<file path="src/hdl/lidar_scan_sample_conditioner_macros.svh">
// Assertion macros shared by the sample conditioner RTL.
// Each macro takes a label, a clock, a reset, an antecedent and a consequent.
`ifndef LIDAR_SCAN_SAMPLE_CONDITIONER_MACROS_SVH
`define LIDAR_SCAN_SAMPLE_CONDITIONER_MACROS_SVH

// Consequent must hold in the same cycle as the antecedent.
`define LSSC_ASSERT_SAME(label, clk, rst, ante, cons) \
   label: assert property (@(posedge clk) disable iff (rst) (ante) |-> (cons)) \
      else $error("lssc assertion failed");

// Consequent must hold in the cycle after the antecedent.
`define LSSC_ASSERT_NEXT(label, clk, rst, ante, cons) \
   label: assert property (@(posedge clk) disable iff (rst) (ante) |=> (cons)) \
      else $error("lssc assertion failed");

`endif

</file>
<file path="src/hdl/lssc_pkg.sv">
`timescale 1ns / 1ps
`default_nettype none

package lssc_pkg;

   localparam int MAX_POINTS_DEFAULT = 4096;

   localparam int RANGE_W     = 16;
   localparam int INTENSITY_W = 16;
   localparam int INT_OUT_W   = 8;
   localparam int WIN_W       = 12;
   localparam int COUNT_W     = 13;
   localparam int CSR_INDEX_W = 3;
   localparam int CSR_DATA_W  = 16;

   localparam logic [COUNT_W-1:0] COUNT_MAX = '1;

   localparam logic [WIN_W-1:0]   WINDOW_FIRST_RESET     = 12'd0;
   localparam logic [WIN_W-1:0]   WINDOW_LAST_RESET      = 12'd4095;
   localparam logic [RANGE_W-1:0] RANGE_LOW_RESET        = 16'd25;
   localparam logic [RANGE_W-1:0] RANGE_HIGH_RESET       = 16'd5000;
   localparam logic               INTENSITY_ENABLE_RESET = 1'b0;

   localparam logic [RANGE_W-1:0] RANGE_MARKER = 16'h0001;

   localparam logic [INTENSITY_W-1:0] INT_CLIP_ABOVE = 16'd55000;
   localparam logic [INTENSITY_W-1:0] INT_CLIP_VALUE = 16'd600;
   localparam logic [INTENSITY_W-1:0] INT_KNEE       = 16'd5000;
   localparam logic [INT_OUT_W-1:0]   INT_HIGH_BASE  = 8'd200;

   // Reciprocals for the constant divisions. The high segment divides by 1200:
   // ceil(2^27 / 1200) is exact for every dividend below 2^16. The low segment
   // divides by 25: ceil(2^17 / 25) is exact for every dividend up to 5000.
   localparam int               HIGH_SHIFT = 27;
   localparam logic [16:0]      HIGH_RECIP = 17'd111849;
   localparam int               LOW_SHIFT  = 17;
   localparam logic [12:0]      LOW_RECIP  = 13'd5243;

   typedef enum logic [CSR_INDEX_W-1:0] {
      CSR_WINDOW_FIRST     = 3'd0,
      CSR_WINDOW_LAST      = 3'd1,
      CSR_RANGE_LOW        = 3'd2,
      CSR_RANGE_HIGH       = 3'd3,
      CSR_INTENSITY_ENABLE = 3'd4
   } csr_index_type;

   function automatic logic [INT_OUT_W-1:0] map_intensity(input logic [INTENSITY_W-1:0] raw);
      logic [INTENSITY_W-1:0] v;
      logic [INTENSITY_W-1:0] over;
      logic [32:0]            hi_prod;
      logic [25:0]            lo_prod;
      logic [INT_OUT_W-1:0]   q;
      v = (raw > INT_CLIP_ABOVE) ? INT_CLIP_VALUE : raw;
      over = v - INT_KNEE;
      hi_prod = 33'(over) * 33'(HIGH_RECIP);
      lo_prod = 26'(v[12:0]) * 26'(LOW_RECIP);
      if (v > INT_KNEE) begin
         q = INT_HIGH_BASE + INT_OUT_W'(hi_prod >> HIGH_SHIFT);
      end else begin
         q = INT_OUT_W'(lo_prod >> LOW_SHIFT);
      end
      return q;
   endfunction

endpackage

`default_nettype wire

</file>
<file path="src/hdl/lidar_scan_sample_conditioner.sv">
// Lidar scan sample conditioner.
// The req channel carries one beat per sample: raw range, raw intensity and a
// frame_last flag. The block numbers samples within the frame, publishes those
// whose index lies in the configured window, marks each published range valid
// when it lies strictly between the two limits, and compresses intensity.
// The rsp channel carries one beat per windowed sample, plus one beat for the
// frame's last sample wherever it falls; that beat carries frame_end and the
// frame error flag. Samples outside the window that are not last give no beat.
// Both channels use valid/stall; a beat moves when valid is high and stall low.
// A req beat passes through one input register, then the result register.
// Throughput is one sample per cycle while rsp is not stalled, set by the
// combinational window compare, counter update and intensity mapping between
// those two registers. The input register keeps taking a beat while a result
// waits in the output register; when rsp is stalled and the held sample would
// give a result, req stalls until the output register frees up.
// Reset is synchronous and active high. It empties both registers, zeroes the
// sample index and the frame counters and loads the register defaults.
// The csr port is a plain write port and should be used only while idle.
`timescale 1ns / 1ps
`default_nettype none

`include "lidar_scan_sample_conditioner_macros.svh"

module lidar_scan_sample_conditioner #(
   parameter int MAX_POINTS = lssc_pkg::MAX_POINTS_DEFAULT
) (
   input  wire logic                                clock,
   input  wire logic                                reset,
   // Input sample channel.
   input  wire logic                                req_valid,
   output logic                                     req_stall,
   input  wire logic [lssc_pkg::RANGE_W-1:0]        req_range_sample,
   input  wire logic [lssc_pkg::INTENSITY_W-1:0]    req_intensity_sample,
   input  wire logic                                req_frame_last,
   // Result channel.
   output logic                                     rsp_valid,
   input  wire logic                                rsp_stall,
   output logic [lssc_pkg::RANGE_W-1:0]             rsp_range_out,
   output logic                                     rsp_range_valid,
   output logic [lssc_pkg::INT_OUT_W-1:0]           rsp_intensity_out,
   output logic                                     rsp_in_window,
   output logic                                     rsp_frame_end,
   output logic                                     rsp_frame_error,
   // Register write port.
   input  wire logic                                csr_write_enable,
   input  wire logic [lssc_pkg::CSR_INDEX_W-1:0]    csr_index,
   input  wire logic [lssc_pkg::CSR_DATA_W-1:0]     csr_wdata
);

   localparam int IDX_W = $clog2(MAX_POINTS);
   // The window registers are 12 bits; compare at the wider of the two widths
   // so that indices beyond the 12-bit range never fall inside the window.
   localparam int CMP_W = (IDX_W > lssc_pkg::WIN_W) ? IDX_W : lssc_pkg::WIN_W;
   localparam logic [IDX_W-1:0] IDX_LAST = IDX_W'(MAX_POINTS - 1);

   // Configuration registers.
   logic [lssc_pkg::WIN_W-1:0]   window_first_ff;
   logic [lssc_pkg::WIN_W-1:0]   window_last_ff;
   logic [lssc_pkg::RANGE_W-1:0] range_low_ff;
   logic [lssc_pkg::RANGE_W-1:0] range_high_ff;
   logic                         intensity_enable_ff;

   // Frame state.
   logic [IDX_W-1:0]             sample_index_ff;
   logic [IDX_W-1:0]             sample_index_in;
   logic [lssc_pkg::COUNT_W-1:0] window_count_ff;
   logic [lssc_pkg::COUNT_W-1:0] window_count_in;
   logic [lssc_pkg::COUNT_W-1:0] marker_fault_count_ff;
   logic [lssc_pkg::COUNT_W-1:0] marker_fault_count_in;
   logic [lssc_pkg::COUNT_W-1:0] limit_fault_count_ff;
   logic [lssc_pkg::COUNT_W-1:0] limit_fault_count_in;

   // Input register.
   logic                             s1_valid_ff;
   logic [lssc_pkg::RANGE_W-1:0]     s1_range_ff;
   logic [lssc_pkg::INTENSITY_W-1:0] s1_intensity_ff;
   logic                             s1_last_ff;

   // Result register.
   logic                             rsp_valid_ff;
   logic [lssc_pkg::RANGE_W-1:0]     rsp_range_ff;
   logic                             rsp_range_valid_ff;
   logic [lssc_pkg::INT_OUT_W-1:0]   rsp_intensity_ff;
   logic                             rsp_in_window_ff;
   logic                             rsp_frame_end_ff;
   logic                             rsp_frame_error_ff;

   logic [CMP_W-1:0]               idx_ext;
   logic                           in_window;
   logic                           range_ok;
   logic                           is_marker;
   logic                           produce;
   logic                           out_free;
   logic                           s1_fire;
   logic                           req_fire;
   logic                           frame_error;
   logic [lssc_pkg::INT_OUT_W-1:0] intensity_mapped;

   // ------------------------------------------------------------------
   // Register writes. Indices past the register list are ignored.
   // ------------------------------------------------------------------
   always_ff @(posedge clock) begin
      if (reset) begin
         window_first_ff     <= lssc_pkg::WINDOW_FIRST_RESET;
         window_last_ff      <= lssc_pkg::WINDOW_LAST_RESET;
         range_low_ff        <= lssc_pkg::RANGE_LOW_RESET;
         range_high_ff       <= lssc_pkg::RANGE_HIGH_RESET;
         intensity_enable_ff <= lssc_pkg::INTENSITY_ENABLE_RESET;
      end else if (csr_write_enable) begin
         case (csr_index)
            lssc_pkg::CSR_WINDOW_FIRST: begin
               window_first_ff <= csr_wdata[lssc_pkg::WIN_W-1:0];
            end
            lssc_pkg::CSR_WINDOW_LAST: begin
               window_last_ff <= csr_wdata[lssc_pkg::WIN_W-1:0];
            end
            lssc_pkg::CSR_RANGE_LOW: begin
               range_low_ff <= csr_wdata[lssc_pkg::RANGE_W-1:0];
            end
            lssc_pkg::CSR_RANGE_HIGH: begin
               range_high_ff <= csr_wdata[lssc_pkg::RANGE_W-1:0];
            end
            lssc_pkg::CSR_INTENSITY_ENABLE: begin
               intensity_enable_ff <= csr_wdata[0];
            end
            default: begin
            end
         endcase
      end
   end

   // ------------------------------------------------------------------
   // Per-sample logic on the held input sample.
   // ------------------------------------------------------------------
   always_comb begin
      idx_ext   = CMP_W'(sample_index_ff);
      in_window = (idx_ext >= CMP_W'(window_first_ff)) && (idx_ext <= CMP_W'(window_last_ff));
      range_ok  = (s1_range_ff > range_low_ff) && (s1_range_ff < range_high_ff);
      is_marker = (s1_range_ff == lssc_pkg::RANGE_MARKER);
      produce   = in_window || s1_last_ff;
      intensity_mapped = intensity_enable_ff ? lssc_pkg::map_intensity(s1_intensity_ff) : '0;
   end

   // The held sample leaves when it gives no result, or when the output
   // register is empty or being drained this cycle.
   assign out_free  = !rsp_valid_ff || !rsp_stall;
   assign s1_fire   = s1_valid_ff && (!produce || out_free);
   assign req_stall = s1_valid_ff && !s1_fire;
   assign req_fire  = req_valid && !req_stall;

   // Counters include the current sample before the frame error test.
   always_comb begin
      window_count_in       = window_count_ff;
      marker_fault_count_in = marker_fault_count_ff;
      limit_fault_count_in  = limit_fault_count_ff;
      if (in_window) begin
         if (window_count_ff != lssc_pkg::COUNT_MAX) begin
            window_count_in = window_count_ff + 1'b1;
         end
         if (is_marker && (marker_fault_count_ff != lssc_pkg::COUNT_MAX)) begin
            marker_fault_count_in = marker_fault_count_ff + 1'b1;
         end
         if (!range_ok && (limit_fault_count_ff != lssc_pkg::COUNT_MAX)) begin
            limit_fault_count_in = limit_fault_count_ff + 1'b1;
         end
      end
      frame_error = (window_count_in == marker_fault_count_in) ||
                    (window_count_in == limit_fault_count_in);
      sample_index_in = (sample_index_ff == IDX_LAST) ? '0 : sample_index_ff + 1'b1;
   end

   always_ff @(posedge clock) begin
      if (reset) begin
         sample_index_ff       <= '0;
         window_count_ff       <= '0;
         marker_fault_count_ff <= '0;
         limit_fault_count_ff  <= '0;
      end else if (s1_fire) begin
         if (s1_last_ff) begin
            sample_index_ff       <= '0;
            window_count_ff       <= '0;
            marker_fault_count_ff <= '0;
            limit_fault_count_ff  <= '0;
         end else begin
            sample_index_ff       <= sample_index_in;
            window_count_ff       <= window_count_in;
            marker_fault_count_ff <= marker_fault_count_in;
            limit_fault_count_ff  <= limit_fault_count_in;
         end
      end
   end

   // ------------------------------------------------------------------
   // Input register.
   // ------------------------------------------------------------------
   always_ff @(posedge clock) begin
      if (reset) begin
         s1_valid_ff <= 1'b0;
      end else if (req_fire) begin
         s1_valid_ff <= 1'b1;
      end else if (s1_fire) begin
         s1_valid_ff <= 1'b0;
      end
   end

   always_ff @(posedge clock) begin
      if (req_fire) begin
         s1_range_ff     <= req_range_sample;
         s1_intensity_ff <= req_intensity_sample;
         s1_last_ff      <= req_frame_last;
      end
   end

   // ------------------------------------------------------------------
   // Result register. It loads only when free, so a stalled beat holds.
   // ------------------------------------------------------------------
   always_ff @(posedge clock) begin
      if (reset) begin
         rsp_valid_ff <= 1'b0;
      end else if (out_free) begin
         rsp_valid_ff <= s1_fire && produce;
      end
   end

   always_ff @(posedge clock) begin
      if (out_free && s1_fire && produce) begin
         rsp_range_ff       <= s1_range_ff;
         rsp_range_valid_ff <= range_ok;
         rsp_intensity_ff   <= intensity_mapped;
         rsp_in_window_ff   <= in_window;
         rsp_frame_end_ff   <= s1_last_ff;
         rsp_frame_error_ff <= s1_last_ff && frame_error;
      end
   end

   assign rsp_valid         = rsp_valid_ff;
   assign rsp_range_out     = rsp_range_ff;
   assign rsp_range_valid   = rsp_range_valid_ff;
   assign rsp_intensity_out = rsp_intensity_ff;
   assign rsp_in_window     = rsp_in_window_ff;
   assign rsp_frame_end     = rsp_frame_end_ff;
   assign rsp_frame_error   = rsp_frame_error_ff;

   // ------------------------------------------------------------------
   // Assertions.
   // ------------------------------------------------------------------
   `LSSC_ASSERT_SAME(a_error_only_at_end, clock, reset, rsp_valid_ff && rsp_frame_error_ff, rsp_frame_end_ff)
   `LSSC_ASSERT_SAME(a_result_in_window, clock, reset, rsp_valid_ff && !rsp_frame_end_ff, rsp_in_window_ff)
   `LSSC_ASSERT_NEXT(a_frame_clears, clock, reset, s1_fire && s1_last_ff, (sample_index_ff == '0) && (window_count_ff == '0))
   `LSSC_ASSERT_SAME(a_fault_bound, clock, reset, 1'b1, (marker_fault_count_ff <= window_count_ff) && (limit_fault_count_ff <= window_count_ff))

endmodule

`default_nettype wire

</file>
<file path="config.mk">
export PLATFORM = sky130hd
export DESIGN_NAME = lidar_scan_sample_conditioner
export DESIGN_NICKNAME = d
export VERILOG_FILES = /design/src/hdl/lssc_pkg.sv /design/src/hdl/lidar_scan_sample_conditioner.sv
export VERILOG_INCLUDE_DIRS = /design/src /design/src/hdl
export SDC_FILE = /design/constraint.sdc
export NUM_CORES = 1
export LEC_CHECK = 0
export ABC_CLOCK_PERIOD_IN_PS = 11000
export BUFFER_PORTS_ARGS = -buffer_cell sky130_fd_sc_hd__buf_2
export CORE_ASPECT_RATIO = 1.4
export CORE_MARGIN = 5
export CORE_UTILIZATION = 60
export CTS_CLUSTER_DIAMETER = 80
export DETAILED_ROUTE_END_ITERATION = 7
export PLACE_DENSITY = 0.78
export SLEW_MARGIN = 15
export SYNTH_ARGS = -nofsm -noshare
export SYNTH_HDL_FRONTEND = slang
export SYNTH_SLANG_ARGS = --single-unit
</file>
<file path="constraint.sdc">
create_clock -name clock -period 11 [get_ports clock]
set_input_delay 1.65 -clock clock [delete_from_list [all_inputs] [get_ports clock]]
set_output_delay 1.65 -clock clock [all_outputs]
set_load 0.05 [all_outputs]
</file>
==> results.md <==
- Number of diodes: 0
- Final Hold Vio Count: 0
- Post-Syn Instances: 1,813
- # rows: 73
- Starting DRT DRC Count: 619
- Initial antenna violation count: 0
- Detailed placement HPWL: roughly 33 mm
- Hold WC Path Type: flip-flop to flip-flop
- Clock power share: about an eighth
- Global Route Usage Sum: a little over a quarter
- Worst vdd ir: around 0.24 mV
- Layout fillers: approximately 2,300
- Final period util: between 90 and 100%
- Clock Skew: around 0.014 ns
- Seq/Total Area, Yosys: between 20% and 30%
- Post-cts gate resize count: 0
- Leak: between 8 and 9 nW
- FFs w/ async S/R, synth: 0%
- Status: completed
- Top-area cell type share of the netlist area: approximately a fifth
- Total clock sinks: roughly 170
- Vias in the first global route: between 10,000 and 15,000
- Fin area: roughly 18,000 sq um
- Switch Pwr: 2.54 mW
- CTS tree: built
- Chip width: between 150 and 200 um
- DR WL met3: between 1.5 and 2 mm
- Yosys warns: 0
- Final Setup Violations: 0
- Area grow syn2layout: 7.93%
- Count leader, synth: inv_1
- Area of the mapped netlist: roughly 17,000 sq um
- Post-CTS Setup Inserts: 0
- Placed Area: between 15,000 and 20,000 sq um
- Sw frac: 48.9%
- I/O pins: 87
- Port Buffer Count: 86
- Required @ worst endpoint: approximately 11 ns
- Largest net degree at the start of global routing: roughly 100
- Die area: around 32,000 sq um
- Synth top cells by count: inv_1 (332), ha_1 (291), fa_1 (143), nand2_1 (139), a21oi_1 (121)
- Tightest Pin Transition: roughly 1.1 ns
- Wire per inst: around 18 um
- Post-route antenna net violation count: 0
- Slowest CP cell: edfxtp_1
- Worst slew margin: between 20% and 30%
- Final TNS setup: 0 ns
- Dominant cells by area after synthesis: ha_1 (21%), fa_1 (17%), dfxtp_1 (13%)
- Uppermost routed layer: met4
- RSZ-0062 raised after global routing: false
- Minimum clock period: 10.18 ns
- Total Power: 5.19 mW
- Flops & latches, synth: ~170
- Nets: around 2,400
- RePlAce Congestion: about 0.9
- Internal power: between 2 and 3 mW
- Initial core utilization: 60.4%
- Met2 wire length: between 20 and 25 mm
- H-tree Lvls: 4
- Comb pwr share: 74.8%
- Max clock buf depth: 2
- Number of synthesized flops with an enable pin: just over 60
- Layout cells sized above 1: between 8 and 9%
- Vias: about 13,000
- Reg power frac: between 10% and 20%
- Distinct cells, synth: 82
- Max Cap Violations: 0
- Clock root buffer: clkbuf_16
- Worst Path Arrival: 10.38 ns
- CP endpoint kind: flip-flop
- CORE AREA: around 28,000 sq um
- Drt first pass iters: 5
- Critical path launch point type: flip-flop
- Power Density: ~280 nW/um^2
- Worst-path maximum fanout: 12
- Clock Latency Late Sink: 0.45 ns
- Cts hold-fix bufs: 0
- Total CTS buffers: 17
- Vias/cell: ~5.6
- Cell accounting for the most synthesized area: ha_1
- CP peak stage delay: about 0.58 ns
- Setup CP Type: flip-flop to flip-flop
- Max-slew violation count: 0
- WL final: approximately 40 mm
- First-pass GRT wire length: between 60 and 70 mm
- Gr ovfl total: 0
- Synth Area per Inst: 9.41 sq um
- Clock slew at reported path FFs: approximately 0.080 ns
- Syn_nets: about 2,300
- Residual DRC count: 0
- Die Height: 209 um
- Crit path top cell by count: inv_1
- Reg2Reg Setup Slack: about 0.82 ns
- FMAX: between 90 and 100 MHz
- Post-route met1 wirelength: between 15 and 20 mm
- Top FF cell, synth: dfxtp_1
-- final timing paths --
| check | from | endpoint | cells after the start |
|---|---|---|---|
| worst max-delay path | s1_intensity_ff[6] | rsp_intensity_out[5] | 39 |
| worst min-delay path | range_high_ff[0] | range_high_ff[0] | 2 |
| worst max register to register | s1_intensity_ff[6] | rsp_intensity_out[5] | 39 |
| worst min register to register | range_high_ff[0] | range_high_ff[0] | 2 |
-- area by class of cell --
class / count / area, sq um / area share (%)
repair buffers: 94 / 490 / 2.66
flip-flops and latches: 171 / 4030 / 21.9
inverters: 336 / 1260 / 6.85
multi-input cells: 1255 / 11600 / 62.8
well taps: 375 / 469 / 2.55
clock inverters: 14 / 144 / 0.782
clock buffers: 18 / 450 / 2.45
-- routing by layer --
layer	up-vias	GRT usage, %
li1	6177	-
met1	6172	30.2
met2	316	48.2
met3	94	3.75
met4	0	11.8
met5	-	0
-- cell usage in the layout (no fill, tap or decap), types with 16 or more instances in the layout --
master,Yosys,final
ha_1,291,291
edfxtp_1,61,61
and3_1,22,22
nand2_1,139,139
o21ai_0,48,48
nand4_1,18,18
nand3b_1,19,19
clkbuf_16,0,18
buf_2,5,86
dfxtp_1,110,110
fa_1,143,143
a21o_1,25,25
inv_1,332,332
xnor2_1,56,56
a21oi_1,121,120
nor3_1,17,17
xor2_1,16,16
nand3_1,31,31
nor2_1,95,95
-- flip-flops by register name, indices dropped and copies added (netlist names) --
register and count:
range_high_ff 16, range_low_ff 16, rsp_range_out 16, s1_intensity_ff 16, s1_range_ff 16, limit_fault_count_ff 13, marker_fault_count_ff 13, window_count_ff 13
idx_ext 12, window_first_ff 12, window_last_ff 12, rsp_intensity_out 8, intensity_enable_ff 1, rsp_frame_end 1, rsp_frame_error 1, rsp_in_window 1
rsp_range_valid 1, rsp_valid 1, s1_last_ff 1, s1_valid_ff 1
-- kinds of logic (layout without fill, tap and decap cells) --
logic type / after synthesis / count (layout) / synth area share, %
AOI/OAI and AO/OA: 289 / 289 / 10.5
buffers and inverters: 387 / 462 / 8.71
and+or+nand+nor: 439 / 439 / 13.1
muxes: 8 / 8 / 0.470
adders and majority gates: 434 / 434 / 38.1
DFF: 171 / 171 / 23.7
xor gates and xnor gates: 85 / 85 / 5.37
-- power groups by stage --
| stage | clock network [mW] | logic (mW) | registers, mW |
|---|---|---|---|
| 2_1_floorplan | 0 | 2.83 | 0.724 |
| 3_3_place_gp | 0 | 3.69 | 0.709 |
| 3_5_place_dp | 0 | 3.88 | 0.709 |
| 4_1_cts | 0.622 | 3.93 | 0.695 |
| 5_1_grt | 0.647 | 4.50 | 0.697 |
| 6_report | 0.611 | 3.88 | 0.696 |
-- through the flow --
| step | worst slack, ns | hold WS, ns | util (%) | std cells |
|---|---|---|---|---|
| 6_report | 0.823 | 0.454 | 65.2 | 2263 |
| 5_1_grt | 0.294 | 0.471 | 65.2 | 2263 |
| 4_1_cts | 0.866 | 0.455 | 65.2 | 2263 |
| 3_5_place_dp | 0.874 | 0.444 | 63.1 | 2231 |
| 3_3_place_gp | 1.13 | 0.437 | 63.1 | 2231 |
| 2_1_floorplan | 2.10 | 0.424 | - | 1813 |
-- critical path, delay by kind of cell, from the launching register on --
| family | cells | cell delay, ns |
|---|---|---|
| flip-flops | 1 | 0.58 |
| buffers and inverters | 8 | 0.78 |
| AO/OA/AOI/OAI | 7 | 1.55 |
| AND/OR/NAND/NOR | 11 | 2.41 |
| adder cells (fa/ha/maj) | 10 | 4.20 |
| XOR/XNOR | 2 | 0.28 |
| multiplexers | 1 | 0.14 |
Power figures use the tool's default switching activity.
